File: src/sv/rspe_pkg.sv
// shared types, constants and gf(2^10) constant-multiply helper for the rs parity encoder
`default_nettype none

package rspe_pkg;

  localparam int SYM_W     = 10;
  localparam int NUM_PAR   = 8;
  localparam int BYTE_W    = 8;
  localparam int PAR_BITS  = SYM_W * NUM_PAR;
  localparam int PAR_BYTES = PAR_BITS / BYTE_W;
  localparam int BCNT_W    = $clog2(PAR_BYTES);

  typedef logic [SYM_W-1:0]    sym_t;
  typedef logic [BYTE_W-1:0]   byte_t;
  typedef logic [PAR_BITS-1:0] par_vec_t;
  typedef logic [BCNT_W-1:0]   bcnt_t;

  // row b: mask of feedback bits whose xor gives product bit b
  typedef logic [0:SYM_W-1][SYM_W-1:0] coef_mat_t;

  // control handed to every cell of the chain
  typedef struct packed {
    logic adv;
    logic clr;
  } cell_ctrl_t;

  localparam coef_mat_t COEF_ROWS [NUM_PAR] = '{
    '{10'h216, 10'h02C, 10'h059, 10'h2A4, 10'h148, 10'h290, 10'h121, 10'h242, 10'h085, 10'h10B},
    '{10'h393, 10'h327, 10'h24E, 10'h30F, 10'h21E, 10'h03C, 10'h079, 10'h0F2, 10'h1E4, 10'h3C9},
    '{10'h2E0, 10'h1C1, 10'h382, 10'h1E5, 10'h3CB, 10'h397, 10'h32E, 10'h25C, 10'h0B8, 10'h170},
    '{10'h32E, 10'h25C, 10'h0B8, 10'h25E, 10'h0BC, 10'h179, 10'h2F2, 10'h1E5, 10'h3CB, 10'h397},
    '{10'h24B, 10'h097, 10'h12F, 10'h014, 10'h029, 10'h052, 10'h0A4, 10'h149, 10'h292, 10'h125},
    '{10'h015, 10'h02B, 10'h056, 10'h0B8, 10'h170, 10'h2E0, 10'h1C1, 10'h382, 10'h305, 10'h20A},
    '{10'h261, 10'h0C3, 10'h186, 10'h16C, 10'h2D9, 10'h1B3, 10'h366, 10'h2CC, 10'h198, 10'h330},
    '{10'h1FC, 10'h3F9, 10'h3F3, 10'h21B, 10'h037, 10'h06F, 10'h0DF, 10'h1BF, 10'h37F, 10'h2FE}
  };

  // constant multiply as an xor matrix, one parity tree per product bit
  function automatic sym_t gf_mul(input coef_mat_t m, input sym_t fb);
    sym_t r;
    for (int b = 0; b < SYM_W; b++) begin
      r[b] = ^(fb & m[b]);
    end
    return r;
  endfunction

endpackage

`default_nettype wire

File: src/sv/rspe_ifs.sv
// valid/ready channel interfaces for the symbol input and the parity byte output
`default_nettype none

interface rspe_sym_if import rspe_pkg::*; ();
  logic valid;
  logic ready;
  sym_t data_symbol;
  logic block_end;

  modport source (output valid, output data_symbol, output block_end, input ready);
  modport sink   (input valid, input data_symbol, input block_end, output ready);
endinterface

interface rspe_byte_if import rspe_pkg::*; ();
  logic  valid;
  logic  ready;
  byte_t parity_byte;
  logic  last_byte;

  modport source (output valid, output parity_byte, output last_byte, input ready);
  modport sink   (input valid, input parity_byte, input last_byte, output ready);
endinterface

`default_nettype wire

File: src/sv/rspe_cell.sv
// one lfsr cell: a parity register, its constant multiplier and the neighbor xor
`default_nettype none

module rspe_cell import rspe_pkg::*; (
  input  wire logic       clk,
  input  wire logic       rst_n,
  input  wire cell_ctrl_t ctrl,
  input  wire coef_mat_t  coef,
  input  wire sym_t       fb,
  input  wire sym_t       prev,
  output sym_t            par_nxt,
  output sym_t            par_r
);

  assign par_nxt = gf_mul(coef, fb) ^ prev;

  always_ff @(posedge clk) begin
    if (!rst_n) begin
      par_r <= '0;
    end else if (ctrl.adv) begin
      par_r <= ctrl.clr ? '0 : par_nxt;
    end
  end

endmodule

`default_nettype wire

File: src/sv/rspe_ser.sv
// parity snapshot register and byte serializer
`default_nettype none

module rspe_ser import rspe_pkg::*; (
  input  wire logic     clk,
  input  wire logic     rst_n,
  input  wire logic     load,
  input  wire par_vec_t load_data,
  output logic          free,
  rspe_byte_if.source   out_par
);

  par_vec_t snap_r;
  logic     vld_r;
  bcnt_t    cnt_r;
  logic     last;

  assign last                = (cnt_r == bcnt_t'(PAR_BYTES - 1));
  assign free                = !vld_r || (out_par.ready && last);
  assign out_par.valid       = vld_r;
  assign out_par.parity_byte = snap_r[PAR_BITS-1 -: BYTE_W];
  assign out_par.last_byte   = last;

  always_ff @(posedge clk) begin
    if (!rst_n) begin
      vld_r <= 1'b0;
      cnt_r <= '0;
    end else if (load) begin
      vld_r <= 1'b1;
      cnt_r <= '0;
    end else if (vld_r && out_par.ready) begin
      cnt_r <= cnt_r + bcnt_t'(1);
      if (last) begin
        vld_r <= 1'b0;
      end
    end
  end

  always_ff @(posedge clk) begin
    if (load) begin
      snap_r <= load_data;
    end else if (vld_r && out_par.ready) begin
      snap_r <= snap_r << BYTE_W;
    end
  end

endmodule

`default_nettype wire

File: src/sv/rs_parity_encoder_gf1024_8sym.sv
// top level of the gf(2^10) reed-solomon parity encoder, eight parity symbols
//
//  channel   dir  handshake        payload
//  in_sym    in   valid / ready    data_symbol[9:0], block_end
//  out_par   out  valid / ready    parity_byte[7:0], last_byte
//
// one symbol per cycle if ready; the eight-cell lfsr chain updates in the accept cycle
// a block_end item loads the updated parity into the serializer and clears the chain,
// so the next block may start in the very next cycle
// the ten parity bytes leave one per cycle while out_par.ready is high
// a block_end item waits while the serializer still holds bytes of the previous block;
// ordinary symbols are never held back by the output side
// reset is synchronous, active low, and clears the chain and the serializer
`default_nettype none

module rs_parity_encoder_gf1024_8sym import rspe_pkg::*; (
  input wire logic    clk,
  input wire logic    rst_n,
  rspe_sym_if.sink    in_sym,
  rspe_byte_if.source out_par
);

  sym_t       par_q   [NUM_PAR];
  sym_t       par_n   [NUM_PAR];
  sym_t       prev    [NUM_PAR];
  sym_t       fb;
  cell_ctrl_t ctrl;
  logic       ser_free;
  logic       accept;
  par_vec_t   snap;

  // a block end needs the serializer; plain symbols go straight in
  assign in_sym.ready = !in_sym.block_end || ser_free;
  assign accept       = in_sym.valid && in_sym.ready;

  // feedback taken from the top cell
  assign fb   = in_sym.data_symbol ^ par_q[NUM_PAR-1];
  assign ctrl = '{adv: accept, clr: in_sym.block_end};

  // cell 0 has no lower neighbor
  always_comb begin
    prev[0] = '0;
    for (int k = 1; k < NUM_PAR; k++) begin
      prev[k] = par_q[k-1];
    end
  end

  for (genvar k = 0; k < NUM_PAR; k++) begin : g_cell
    rspe_cell u_cell (
      .clk     (clk),
      .rst_n   (rst_n),
      .ctrl    (ctrl),
      .coef    (COEF_ROWS[k]),
      .fb      (fb),
      .prev    (prev[k]),
      .par_nxt (par_n[k]),
      .par_r   (par_q[k])
    );
    // top register lands in the high bits, msb first
    assign snap[k*SYM_W +: SYM_W] = par_n[k];
  end

  rspe_ser u_ser (
    .clk       (clk),
    .rst_n     (rst_n),
    .load      (accept && in_sym.block_end),
    .load_data (snap),
    .free      (ser_free),
    .out_par   (out_par)
  );

endmodule

`default_nettype wire

File: src/flat_wrapper.sv
// flat-port wrapper written by rule: the top's interface ports become plain ports
module rs_parity_encoder_gf1024_8sym_flat import rspe_pkg::*;
  (clk, rst_n, in_sym_valid, in_sym_data_symbol, in_sym_block_end, in_sym_ready, out_par_valid, out_par_parity_byte, out_par_last_byte, out_par_ready);
  rspe_sym_if in_sym_i ();
  rspe_byte_if out_par_i ();
  input wire logic clk;
  input wire logic rst_n;
  input wire logic [$bits(in_sym_i.valid)-1:0] in_sym_valid;
  input wire logic [$bits(in_sym_i.data_symbol)-1:0] in_sym_data_symbol;
  input wire logic [$bits(in_sym_i.block_end)-1:0] in_sym_block_end;
  output wire logic [$bits(in_sym_i.ready)-1:0] in_sym_ready;
  output wire logic [$bits(out_par_i.valid)-1:0] out_par_valid;
  output wire logic [$bits(out_par_i.parity_byte)-1:0] out_par_parity_byte;
  output wire logic [$bits(out_par_i.last_byte)-1:0] out_par_last_byte;
  input wire logic [$bits(out_par_i.ready)-1:0] out_par_ready;
  assign in_sym_i.valid = in_sym_valid;
  assign in_sym_i.data_symbol = in_sym_data_symbol;
  assign in_sym_i.block_end = in_sym_block_end;
  assign in_sym_ready = in_sym_i.ready;
  assign out_par_valid = out_par_i.valid;
  assign out_par_parity_byte = out_par_i.parity_byte;
  assign out_par_last_byte = out_par_i.last_byte;
  assign out_par_i.ready = out_par_ready;
  rs_parity_encoder_gf1024_8sym u_core (.clk(clk), .rst_n(rst_n), .in_sym(in_sym_i), .out_par(out_par_i));
endmodule
File: config.mk
export PLATFORM = sky130hd
export DESIGN_NAME = rs_parity_encoder_gf1024_8sym_flat
export DESIGN_NICKNAME = d
export VERILOG_FILES = /design/src/sv/rspe_pkg.sv /design/src/sv/rspe_ifs.sv /design/src/sv/rspe_cell.sv /design/src/sv/rspe_ser.sv /design/src/sv/rs_parity_encoder_gf1024_8sym.sv /design/src/flat_wrapper.sv
export SDC_FILE = /design/constraint.sdc
export NUM_CORES = 1
export LEC_CHECK = 0
export BUFFER_PORTS_ARGS = -buffer_cell sky130_fd_sc_hd__clkbuf_2
export CORE_UTILIZATION = 50
export DETAILED_ROUTE_END_ITERATION = 6
export PLACE_DENSITY = 0.66
export SLEW_MARGIN = 20
export SYNTH_ARGS = -nofsm -noshare
export SYNTH_HDL_FRONTEND = slang
export SYNTH_SLANG_ARGS = --single-unit
File: constraint.sdc
create_clock -name clk -period 5.38 [get_ports clk]
set_input_delay 0.269 -clock clk [delete_from_list [all_inputs] [get_ports clk]]
set_output_delay 0.269 -clock clk [all_outputs]
set_load 0.01 [all_outputs]
==> run metrics, run 1 <==
register bit total from synthesis 165; pin count of the biggest net entering global routing 81; first-pass GRT wire length 32290 µm; antenna-violating nets left 0; async set or reset register ratio after synthesis 0%; worst slew margin relative to its limit 42.79%; final setup vio count 0; CP peak stage delay 0.70 ns; EDFF count, synth 80; status complete, no violations; Fmax 369.1 MHz; WP buf/inv 0; drt total wl 20980 µm; Tightest Pin Transition 0.8550 ns; Sequential Area 4104 µm²; RD Place Congestion 0.8474; CP Data Arrival Time 3.00 ns; vias in the first global route 5376; share of layout cells above drive strength 1 12.95%; Worst Skew 0.009717 ns; area of the multi-input gates 4427 µm²; total core area 16820 µm²; # rows 47; Syn Area/Cell 11.41 µm²; Syn Inst Count 763; post-DR vias/cell 5.561; CP top delay family XOR/XNOR gates; Ys Warns 0; min cycle time layout 2.709 ns; # hold bufs at CTS 0; initial antenna violation count 0; Iter 0 DRT Violations 537; Final Hold Vio Count 0; FF-to-FF setup slack 2.67 ns; Worst Setup SP u_core.g_cell[7].u_cell.par_r[6]; Layout area overhead 10.17%; chip height 134.0 µm; Critical R2R Launch u_core.g_cell[7].u_cell.par_r[6]; Post-Synthesis Cell Area 8708 µm²; most common cell after layout, fill and taps aside nand2_1; residual DRC count 0; post-CTS sizing 0; RSZ-0062 raised after global routing false; initial core utilization 51.78%; Max Buffers Root-to-Sink 2; fill count 1448; H-tree levels 4; reg2reg end u_core.u_ser.snap_r[79]; ys flop type dfxtp_1; GRT overflow 0; IO Pins 26; Hold Path Class input port to flop; hold-critical path depth 3; commonest cells after routing, fill and taps aside nand2_1 (147), o21ai_0 (127), dfxtp_1 (85); full die area 17950 µm²; Setup crit end kind flop; Root Driver clkbuf_16; clk sinks 165; dpl hpwl 13890 µm; Post-CTS Setup Inserts 0; via count 5561; worst skew pair latency 0.44 ns; global-route total usage across every layer 24.80%; hold_sp in_sym_valid; setup TNS 0 ns; R2R depth 5; hold endpoint u_core.u_ser.out_par.valid; register area share after synthesis 47.13%; CP startpoint kind flop; CTS tree yes; antenna diode count 0; DR pass1 iterations 5; max-slew violations 0; die width 134.0 µm; CP max-delay cell xnor2_2; Max FO, Critical Path 9; # Max-Cap Violations 0; CTS clk-pin slew, worst paths 0.07 ns; CP Cell Sequence xnor2_2 > xnor2_4 > xor2_2 > xor3_1 > o21ai_1; critical path required time 5.67 ns; Final Cycle Share 50.35%; fin nets 784; syn nets 780; Netlist cell types 35; DR WL/cell 20.98 µm; IO buf count 25; CTS buffer count 17; WS Path Type flop to flop
state kept, by name, indices dropped and copies added (netlist names):
signal,cells
u_core.u_ser.out_par.valid,1
u_core.u_ser.cnt_r,4
u_core.u_ser.snap_r,80
u_core.g_cell.u_cell.par_r,80
cell usage after synthesis, types with 9 or more instances:
cell type	n	area, µm²
and2_1	42	262.8
clkbuf_1	36	135.1
dfxtp_1	85	1702
edfxtp_1	80	2402
nand2_1	149	559.3
nor2_1	9	33.78
nor2b_1	10	62.56
o21ai_0	127	635.6
o21ai_1	17	85.08
xnor2_1	81	709.4
xnor2_4	10	275.3
xnor3_1	44	991.0
xor2_1	15	131.4
metrics by stage:
| step | util (%) | worst slack, ns | std cells | instance area [µm²] | hold slack, ns |
|---|---|---|---|---|---|
| 6_report | 57.05 | 2.671 | 1000 | 9594 | 0.2288 |
| 5_1_grt | 57.05 | 2.622 | 1000 | 9594 | 0.2450 |
| 4_1_cts | 57.05 | 2.712 | 1000 | 9594 | 0.2224 |
| 3_5_place_dp | 53.68 | 2.715 | 968 | 9029 | 0.4587 |
| 3_3_place_gp | 53.62 | 2.671 | 968 | 9017 | 0.4373 |
| 2_1_floorplan | - | 1.550 | 763 | 8708 | 0.4268 |
cells by family after synthesis:
family | after synthesis | synth area share, %
compound gates | 153 | 9.095
mux | 2 | 0.2586
xor+xnor | 171 | 29.40
simple gates | 216 | 11.01
fa+ha+maj | 2 | 0.2873
flops | 165 | 47.13
buf+inv | 54 | 2.831
cell type report:
| type | instances | area share (%) |
|---|---|---|
| timing repair buffer | 37 | 2.243 |
| sequential | 165 | 42.78 |
| tap | 220 | 2.869 |
| inverter | 2 | 0.07825 |
| clock buffer | 23 | 4.877 |
| multi-input combinational | 544 | 46.14 |
| clock inverter | 9 | 1.017 |
metal layers:
layer	up-vias	GRT usage (%)	part of all wire, %
met1	2729	33.60	43
met4	0	9.596	2.2
met2	193	38.57	48
met5	-	0	0
met3	36	5.896	6.8
li1	2603	-	-
worst max-delay path by stage:
stage / depth (start not counted) / to
after floorplan: 8 / u_core.u_ser.snap_r[0]
after global placement: 6 / u_core.u_ser.snap_r[79]
after detailed placement: 6 / u_core.u_ser.snap_r[79]
after CTS: 5 / u_core.u_ser.snap_r[79]
after global routing: 5 / u_core.u_ser.snap_r[26]
final: 5 / u_core.u_ser.snap_r[79]
worst reg2reg max path: cells and delay by family (launching register included):
family          cells  cell delay, ns
flops               1            0.36
compound gates      1            0.17
xor+xnor            4            2.03
Power of run 1 is not shown: default switching activity piles up to over one toggle a cycle in this logic, so the estimate is an artifact.
==> run 2, diff against run 1 <==
--- a/config.mk
+++ b/config.mk
@@ -8,7 +8,7 @@
 export BUFFER_PORTS_ARGS = -buffer_cell sky130_fd_sc_hd__clkbuf_2
 export CORE_UTILIZATION = 50
 export DETAILED_ROUTE_END_ITERATION = 6
-export PLACE_DENSITY = 0.66
+export PLACE_DENSITY = 0.69
 export SLEW_MARGIN = 20
 export SYNTH_ARGS = -nofsm -noshare
 export SYNTH_HDL_FRONTEND = slang
==> constraint.sdc (replaced) <==
create_clock -name clk -period 2.2 [get_ports clk]
set_input_delay 0.11 -clock clk [delete_from_list [all_inputs] [get_ports clk]]
set_output_delay 0.11 -clock clk [all_outputs]
set_load 0.01 [all_outputs]
==> run 2 against run 1 <==
  * Critical path depth rose by 3
  * Sequential share of layout area down 3.4 points
  * Critical endpoint is now u_core.g_cell[3].u_cell.par_r[6]
  * Register-to-register slack got worse by 2.7 ns
  * Final area grew 8.7%
==> run metrics, run 2 (synthesis gave the netlist of run 1 again) <==
Final Cycle Share 99.21% (+49 points); # rows 47 (unchanged); IO Pins 26 (unchanged); antenna-violating nets left 0 (unchanged); RD Place Congestion 0.9002 (+6.2%); clk sinks 165 (unchanged); pin count of the biggest net entering global routing 47 (-42%); final setup vio count 0 (unchanged); first-pass GRT wire length 33910 µm (+5.0%); worst skew pair latency 0.43 ns (about the same); Max FO, Critical Path 4 (-5); Fmax 458.2 MHz (+24%); initial core utilization 51.78% (unchanged); commonest cells after routing, fill and taps aside nand2_1 (148), o21ai_0 (125), dfxtp_1 (80), edfxtp_1 (80), xnor2_1 (69); most common cell after layout, fill and taps aside nand2_1; via count 5908 (+6.2%); status complete, no violations; hold_sp in_sym_valid; Iter 0 DRT Violations 542 (+0.93%); fin nets 854 (+8.9%); H-tree levels 4 (unchanged); vias in the first global route 5984 (+11%); Critical R2R Launch u_core.g_cell[7].u_cell.par_r[5]; DR WL/cell 20.62 µm (-1.7%); fill count 1309 (-9.6%); antenna diode count 0 (unchanged); CP Data Arrival Time 2.55 ns (-0.45 ns); initial antenna violation count 0 (unchanged); DR pass1 iterations 5 (unchanged); Worst Skew 0.008351 ns (-0.001366 ns); CTS buffer count 17 (unchanged); drt total wl 22040 µm (+5.1%); WS Path Type flop to flop; Final Hold Vio Count 0 (unchanged); GRT overflow 0 (unchanged); Max Buffers Root-to-Sink 2 (unchanged); share of layout cells above drive strength 1 22.03% (+9.1 points); residual DRC count 0 (unchanged); IO buf count 25 (unchanged); CP startpoint kind flop; worst slew margin relative to its limit 62.44% (+20 points); worst hold margin 0.06968 ns (-0.1591 ns); die width 134.0 µm (unchanged); full die area 17950 µm² (unchanged); CTS clk-pin slew, worst paths 0.06 ns (about the same); dpl hpwl 15070 µm (+8.5%); post-DR vias/cell 5.527 (-0.62%); RSZ-0062 raised after global routing true; Setup crit end kind flop; Largest regs u_core.g_cell.u_cell.par_r: 80 flops, u_core.u_ser.snap_r: 80 flops, u_core.u_ser.cnt_r: 4 flops; max-slew violations 0 (unchanged); CTS tree yes; critical path required time 2.56 ns (-3.11 ns); min cycle time layout 2.183 ns (-0.5263 ns); total core area 16820 µm² (unchanged); Worst Setup SP u_core.g_cell[7].u_cell.par_r[5]; Layout area overhead 19.79%; Hold Path Class input port to flop; Root Driver clkbuf_16; # hold bufs at CTS 0 (unchanged); chip height 134.0 µm (unchanged); global-route total usage across every layer 25.71% (+0.91 points); Tightest Pin Transition 0.5634 ns (-0.2916 ns); # Max-Cap Violations 0 (unchanged)
## run 2: area by class of cell
cell class / instances / area (µm²) / share of cell area [%]
tap: 220 / 275.3 / 2.639
multi-input combinational: 544 / 4554 / 43.66
inverter: 2 / 7.507 / 0.07197
clock inverter: 10 / 131.4 / 1.259
timing repair buffer: 107 / 902.1 / 8.648
clock buffer: 21 / 450.4 / 4.318
sequential: 165 / 4110 / 39.40
## run 2: path summary, 6_finish.rpt
| kind | end | slack, ns | cells past startpoint |
|---|---|---|---|
| min reg2reg | u_core.g_cell[6].u_cell.par_r[5] | 0.47 | 2 |
| min | u_core.u_ser.out_par.valid | 0.07 | 3 |
| max | u_core.g_cell[3].u_cell.par_r[6] | 0.02 | 8 |
| max reg2reg | u_core.g_cell[3].u_cell.par_r[6] | 0.02 | 8 |
## run 2: what timing repair did
action,CTS,global route
hold endpoints to repair,0,0
setup endpoints to repair,35,27
pin swaps,4,6
cloned,0,0
buffers inserted,2,17
gates resized for setup,14,13
## run 2: critical path, cell delays in order, from the launching register on
cell     delay, ns
dfxtp_2       0.35
xnor2_4       0.17
buf_12        0.14
buf_4         0.16
xnor2_4       0.31
buf_4         0.21
xor3_1        0.42
o21ai_0       0.19
and2_1        0.16
## run 2: through the flow
stage | TNS [ns] | instance area [µm²] | utilization (%) | cells | setup slack, ns
floorplan | -0.007128 | 8742 | - | 763 | -0.003564
global placement | -0.4510 | 9497 | 56.46 | 1019 | -0.08243
detailed placement | -0.8848 | 9497 | 56.46 | 1019 | -0.1011
CTS | 0 | 10180 | 60.50 | 1052 | 0.01052
global route | -0.04696 | 10430 | 62.02 | 1069 | -0.01881
finish | 0 | 10430 | 62.02 | 1069 | 0.01731
## run 2: layer usage
metal  routed length (µm)  track usage (%)
met2                10700            41.59
met1                 8984            33.69
met5                    0                0
met4                  592            9.217
met3                 1767            6.198
Power of run 2 is left out for the same reason.
